==> src/hw/rtl/sfdm_pkg.sv <==
`timescale 1ns / 1ps
// ----------------------------------------------------------------------------
// sfdm_pkg
// Types and codes shared by the shadow frame mirror and its pixel stores.
// ----------------------------------------------------------------------------
package sfdm_pkg;

    localparam int unsigned COL_W  = 4;
    localparam int unsigned ROW_W  = 3;
    localparam int unsigned LCOL_W = 3;
    localparam int unsigned WADDR_W = COL_W + ROW_W;
    localparam int unsigned SADDR_W = LCOL_W + ROW_W;

    typedef enum logic [1:0] {
        REQ_WRITE  = 2'd0,
        REQ_SCROLL = 2'd1,
        REQ_MIRROR = 2'd2,
        REQ_INIT   = 2'd3
    } req_t;

    typedef struct packed {
        logic [7:0] red;
        logic [7:0] green;
        logic [7:0] blue;
        logic [7:0] intensity;
    } pix_t;

    localparam pix_t PIX_ZERO = '{red: 8'h00, green: 8'h00, blue: 8'h00, intensity: 8'h00};
    localparam pix_t PIX_FULL = '{red: 8'hFF, green: 8'hFF, blue: 8'hFF, intensity: 8'hFF};

    typedef struct packed {
        req_t              req_type;
        logic [COL_W-1:0]  column;
        logic [ROW_W-1:0]  row;
        logic [7:0]        red_in;
        logic [7:0]        green_in;
        logic [7:0]        blue_in;
        logic [7:0]        intensity_in;
    } in_t;

    typedef struct packed {
        logic [LCOL_W-1:0] led_column;
        logic [ROW_W-1:0]  led_row;
        logic [7:0]        red_out;
        logic [7:0]        green_out;
        logic [7:0]        blue_out;
        logic [7:0]        intensity_out;
        logic              last_update;
    } out_t;

    typedef enum logic [2:0] {
        ST_IDLE,
        ST_SCR_RD,
        ST_SCR_WR,
        ST_MIR_RD,
        ST_MIR_CMP,
        ST_FLUSH
    } state_t;

endpackage

==> src/hw/rtl/sfdm_store.sv <==
`timescale 1ns / 1ps
// ----------------------------------------------------------------------------
// sfdm_store
// Pixel memory with registered read and per-entry valid bits; an entry that
// was never written since reset or the last clear reads as RESET_PIX.
// ----------------------------------------------------------------------------
module sfdm_store #(
    parameter int unsigned ADDR_W = 6,
    parameter logic [31:0] RESET_PIX = 32'h0000_0000
) (
    input  logic                clk,
    input  logic                rst_n,
    input  logic                clr,
    input  logic                we,
    input  logic [ADDR_W-1:0]   waddr,
    input  sfdm_pkg::pix_t      wdata,
    input  logic                re,
    input  logic [ADDR_W-1:0]   raddr,
    output sfdm_pkg::pix_t      rdata
);
    import sfdm_pkg::*;

    localparam int unsigned DEPTH = 1 << ADDR_W;

    pix_t               mem [DEPTH];
    logic [DEPTH-1:0]   valid_reg;
    pix_t               rd_data_reg;
    logic               rd_valid_reg;

    // storage array, no reset
    always_ff @(posedge clk)
    begin
        if (we)
        begin
            mem[waddr] <= wdata;
        end
        if (re)
        begin
            rd_data_reg <= mem[raddr];
        end
    end

    always_ff @(posedge clk or negedge rst_n)
    begin
        if (!rst_n)
        begin
            valid_reg    <= '0;
            rd_valid_reg <= 1'b0;
        end
        else
        begin
            if (clr)
            begin
                valid_reg <= '0;
            end
            else if (we)
            begin
                valid_reg[waddr] <= 1'b1;
            end
            if (re)
            begin
                rd_valid_reg <= valid_reg[raddr];
            end
        end
    end

    assign rdata = rd_valid_reg ? rd_data_reg : pix_t'(RESET_PIX);

endmodule

==> config.mk <==
export PLATFORM = sky130hd
export DESIGN_NAME = sfdm_store
export DESIGN_NICKNAME = d
export VERILOG_FILES = /design/src/hw/rtl/sfdm_pkg.sv /design/src/hw/rtl/sfdm_store.sv
export SDC_FILE = /design/constraint.sdc
export NUM_CORES = 2
export LEC_CHECK = 0
export BUFFER_PORTS_ARGS = -buffer_cell sky130_fd_sc_hd__buf_4
export CAP_MARGIN = 20
export CORE_MARGIN = 2
export CORE_UTILIZATION = 67
export DETAILED_ROUTE_END_ITERATION = 6
export GPL_TIMING_DRIVEN = 0
export PLACE_DENSITY = 0.82
export SYNTH_ARGS = -nofsm -noshare
export SYNTH_HDL_FRONTEND = slang
export SYNTH_SLANG_ARGS = --single-unit
==> constraint.sdc <==
create_clock -name clk -period 4.9 [get_ports clk]
set_input_delay 0.98 -clock clk [delete_from_list [all_inputs] [get_ports clk]]
set_output_delay 0.98 -clock clk [all_outputs]
set_load 0.005 [all_outputs]
==> flow_metrics.py <==
metrics = {
    "final_layout": {
        "largest_register_ffs": 2048,
        "nFillCells": 5628,
        "syn_to_final_growth_pct": 13.8,
        "drive_gt1_share_pct": 31.4,
        "fin_area_mm2": 0.0930,
        "nets": 3824,
    },
    "worst_setup_path": {
        "crit_family": "buffers and inverters",
        "cp_cell_sequence": "buf_4 > clkbuf_1 > clkbuf_1 > mux4_2 > mux4_2 > a22oi_1 > nand2_1",
        "cp-start-kind": "input pin",
        "worstSetupPathType": "in -> reg",
        "path_max_fanout": 10,
        "slowest_delay_ns": 0.92,
        "slowest_stage": "clkbuf_1",
        "rr_startpoint": "mem[22][22]",
        "path_buf_inv": 3,
        "startpoint": "raddr[2]",
        "arrival_ns": 4.87,
        "endpoint_kind": "flop",
        "required_ns": 5.39,
    },
    "sta": {
        "holdWs_ns": 0.220,
        "finalSetupViolCount": 0,
        "layout_min_cycle_time_ns": 4.38,
        "worst_slack_ns": 0.519,
        "max_slew_margin_pct": 18.3,
        "rsz0062_at_grt": "false",
        "fin_crit_sh_pct": 89.4,
        "max_freq_ghz": 0.228,
        "clock-skew-final_ns": 0.0419,
        "worst_pin_slew_ns": 1.23,
        "hold_viol_final": 0,
        "maxSlewViolCount": 0,
    },
    "pwr": {
        "cellPowerDensity_mw_per_mm2": 414,
        "power_leakage_nw": 29.4,
        "vdd_ir_drop_max_v": 0.000399,
        "swShare_pct": 22.5,
        "pwr-share-seq_pct": 52.8,
        "p_switching_mw": 8.66,
        "clkPwrFrac_pct": 41.4,
        "internal_power_mw": 29.8,
        "combPwrFrac_pct": 5.8,
    },
    "synth": {
        "synth_top_flop_cell": "edfxtp_1",
        "yosys_warnings": 0,
        "syn_area_mm2": 0.0817,
        "synth_top_family_by_area": "multiplexers",
        "synth_cell_types": 33,
        "yosys.area_share.simple_pct": 1.68,
        "synthAdderAreaFrac_pct": 0,
        "avgSynthCellArea_um2": 24.0,
        "seq_area_frac_synth_pct": 78.4,
        "synthXorXnorAreaFrac_pct": 0,
        "synth.area.mux_share_pct": 18.0,
        "syn_nets": 3460,
        "synth_top_area_share_pct": 76.4,
        "synth_edf_count": 2080,
        "synth_compound_area_share_pct": 0.821,
        "ys_async_sr_fraction_pct": 3.03,
        "yosysTopAreaCell": "edfxtp_1",
        "ys_ff_latch": 2145,
        "synthTopCellsByArea": "edfxtp_1 (76%), mux4_2 (18%), dfrtp_1 (2.0%)",
        "netlist_instances": 3411,
    },
    "clock_tree": {
        "clock-sinks": 2145,
        "h-tree-depth": 4,
        "cts_tree": "built",
        "cts_setup_buffers": 0,
        "clock_latency_ns": 0.89,
        "clkTransAtPathRegs_ns": 0.07,
        "post_cts_resized": 0,
        "clock_path_buffers": 3,
        "cts_inserted_buffers": 199,
        "clockRootBuffer": "clkbuf_16",
        "holdBufCountCts": 0,
    },
    "outcome": {
        "status": "finished with violations",
        "violations": "DRC",
    },
    "drt": {
        "dr.pass1.iters": 7,
        "ant_nets": 0,
        "first_iter_violations": 8921,
        "wire_per_inst_um": 46.2,
        "viasPerCell": 7.84,
        "drc": 312,
        "vias": 43800,
        "wl_um": 258000,
    },
    "place": {
        "place_area_mm2": 0.0864,
        "place_congestion": 0.937,
        "place_hpwl_um": 141000,
        "port_buffers": 73,
        "pre_cts_ws_ns": 0.0741,
    },
    "grt": {
        "overflow": 0,
        "grt_pass1_wl_um": 355000,
        "grtUsageTotal_pct": 42.3,
        "grt_max_degree": 66,
        "grt_pass1_vias": 44000,
        "antenna_found_initial": 13,
    },
    "floorplan": {
        "dieWidth_um": 353,
        "io_pins": 81,
        "start_util_pct": 67.3,
        "rows": 128,
        "die-area_mm2": 0.125,
        "die_h_um": 353,
        "core_area_mm2": 0.121,
    },
    "min_path": {
        "hp-class": "in -> async",
    },
    "flow_run": {
        "drv_cap": 0,
    },
}
## cells in the final DEF (no fill, tap or decap), drive strengths merged
cell      count
a21oi        13
edfxtp     2080
a31oi         6
nand2b        5
bufinv       21
o21ba         1
nand3b        2
dfrtp        65
a311oi        2
nor2b        11
a41o          1
nor2        193
o22ai         5
inv          10
buf         262
nor4          1
a211oi       13
clkinv       76
nand3        11
clkinvlp      4
and2         37
clkbuf      341
nor3          7
mux2i        24
or3           1
a22oi        50
a211o         3
or2           1
nand4         1
diode        15
nand2        47
or3b          1
mux4        641
mux2          5
## logic make-up after synthesis
logic type | after synthesis
simple gates | 318
compound gates | 94
mux | 670
flops | 2145
buf+inv | 184
## cells in the mapped netlist, types with 2 or more instances
| cell type | number |
|---|---|
| a311oi_1 | 2 |
| nor2_1 | 193 |
| a211oi_1 | 13 |
| dfrtp_1 | 65 |
| inv_1 | 2 |
| buf_2 | 66 |
| and2_1 | 37 |
| buf_6 | 6 |
| buf_4 | 14 |
| mux2_2 | 5 |
| edfxtp_1 | 2080 |
| nand3b_1 | 2 |
| nor2b_1 | 11 |
| a211o_1 | 3 |
| mux4_2 | 641 |
| nand2_1 | 47 |
| clkbuf_1 | 82 |
| nand2b_1 | 5 |
| mux2i_1 | 24 |
| nand3_1 | 11 |
| nor3_1 | 7 |
| a31oi_1 | 6 |
| a21oi_1 | 13 |
| a22oi_1 | 50 |
| o22ai_1 | 5 |
| buf_1 | 14 |
## power groups by stage
stage | clock network [mW] | logic (mW) | registers, mW
5_1_grt | 16.5 | 2.22 | 20.3
3_3_place_gp | 0 | 1.90 | 20.7
2_1_floorplan | 0 | 1.02 | 20.7
4_1_cts | 15.9 | 2.12 | 20.3
3_5_place_dp | 0 | 2.03 | 20.7
6_report | 15.9 | 2.22 | 20.3
## routing by layer
layer	up-vias	wire, µm	global-route usage, %	part of all wire (%)
met5	-	446	2.23	0.17
met3	1260	38700	14.7	15
met2	4904	121000	64.6	47
met4	14	20900	26.6	8.1
li1	15300	-	-	-
met1	22300	77100	52.4	30
## final cells by class
type | count | area, µm² | share of cell area (%)
multi-input combinational | 1082 | 17300 | 18.5
timing repair buffer | 163 | 2250 | 2.42
clock inverter | 109 | 1170 | 1.26
inverter | 2 | 7.51 | 0.00807
clock buffer | 258 | 5330 | 5.73
buffer | 182 | 865 | 0.929
antenna | 15 | 37.5 | 0.0403
tap | 1625 | 2030 | 2.19
sequential | 2145 | 64100 | 68.9
## final timing paths
kind                                   endpoint  cells after the start  slack, ns
worst max-delay path            rd_data_reg[10]                      7       0.52
worst min-delay path              valid_reg[60]                      1       0.22
worst max register to register  rd_data_reg[22]                      5       1.95
worst min register to register    valid_reg[31]                      2       0.50
max in group asynchronous         valid_reg[33]                      1       4.12
min in group clk                  valid_reg[31]                      2       0.50
## stage by stage
stage	total power, mW	TNS [ns]	instances	util, %
5_1_grt	39.0	0	5572	76.6
3_5_place_dp	22.7	0	5194	71.2
4_1_cts	38.3	0	5561	76.5
2_1_floorplan	21.7	0	3411	-
3_3_place_gp	22.6	-1466.77	5109	69.5
6_report	38.5	0	5581	76.6
Power figures use the tool's default switching activity.
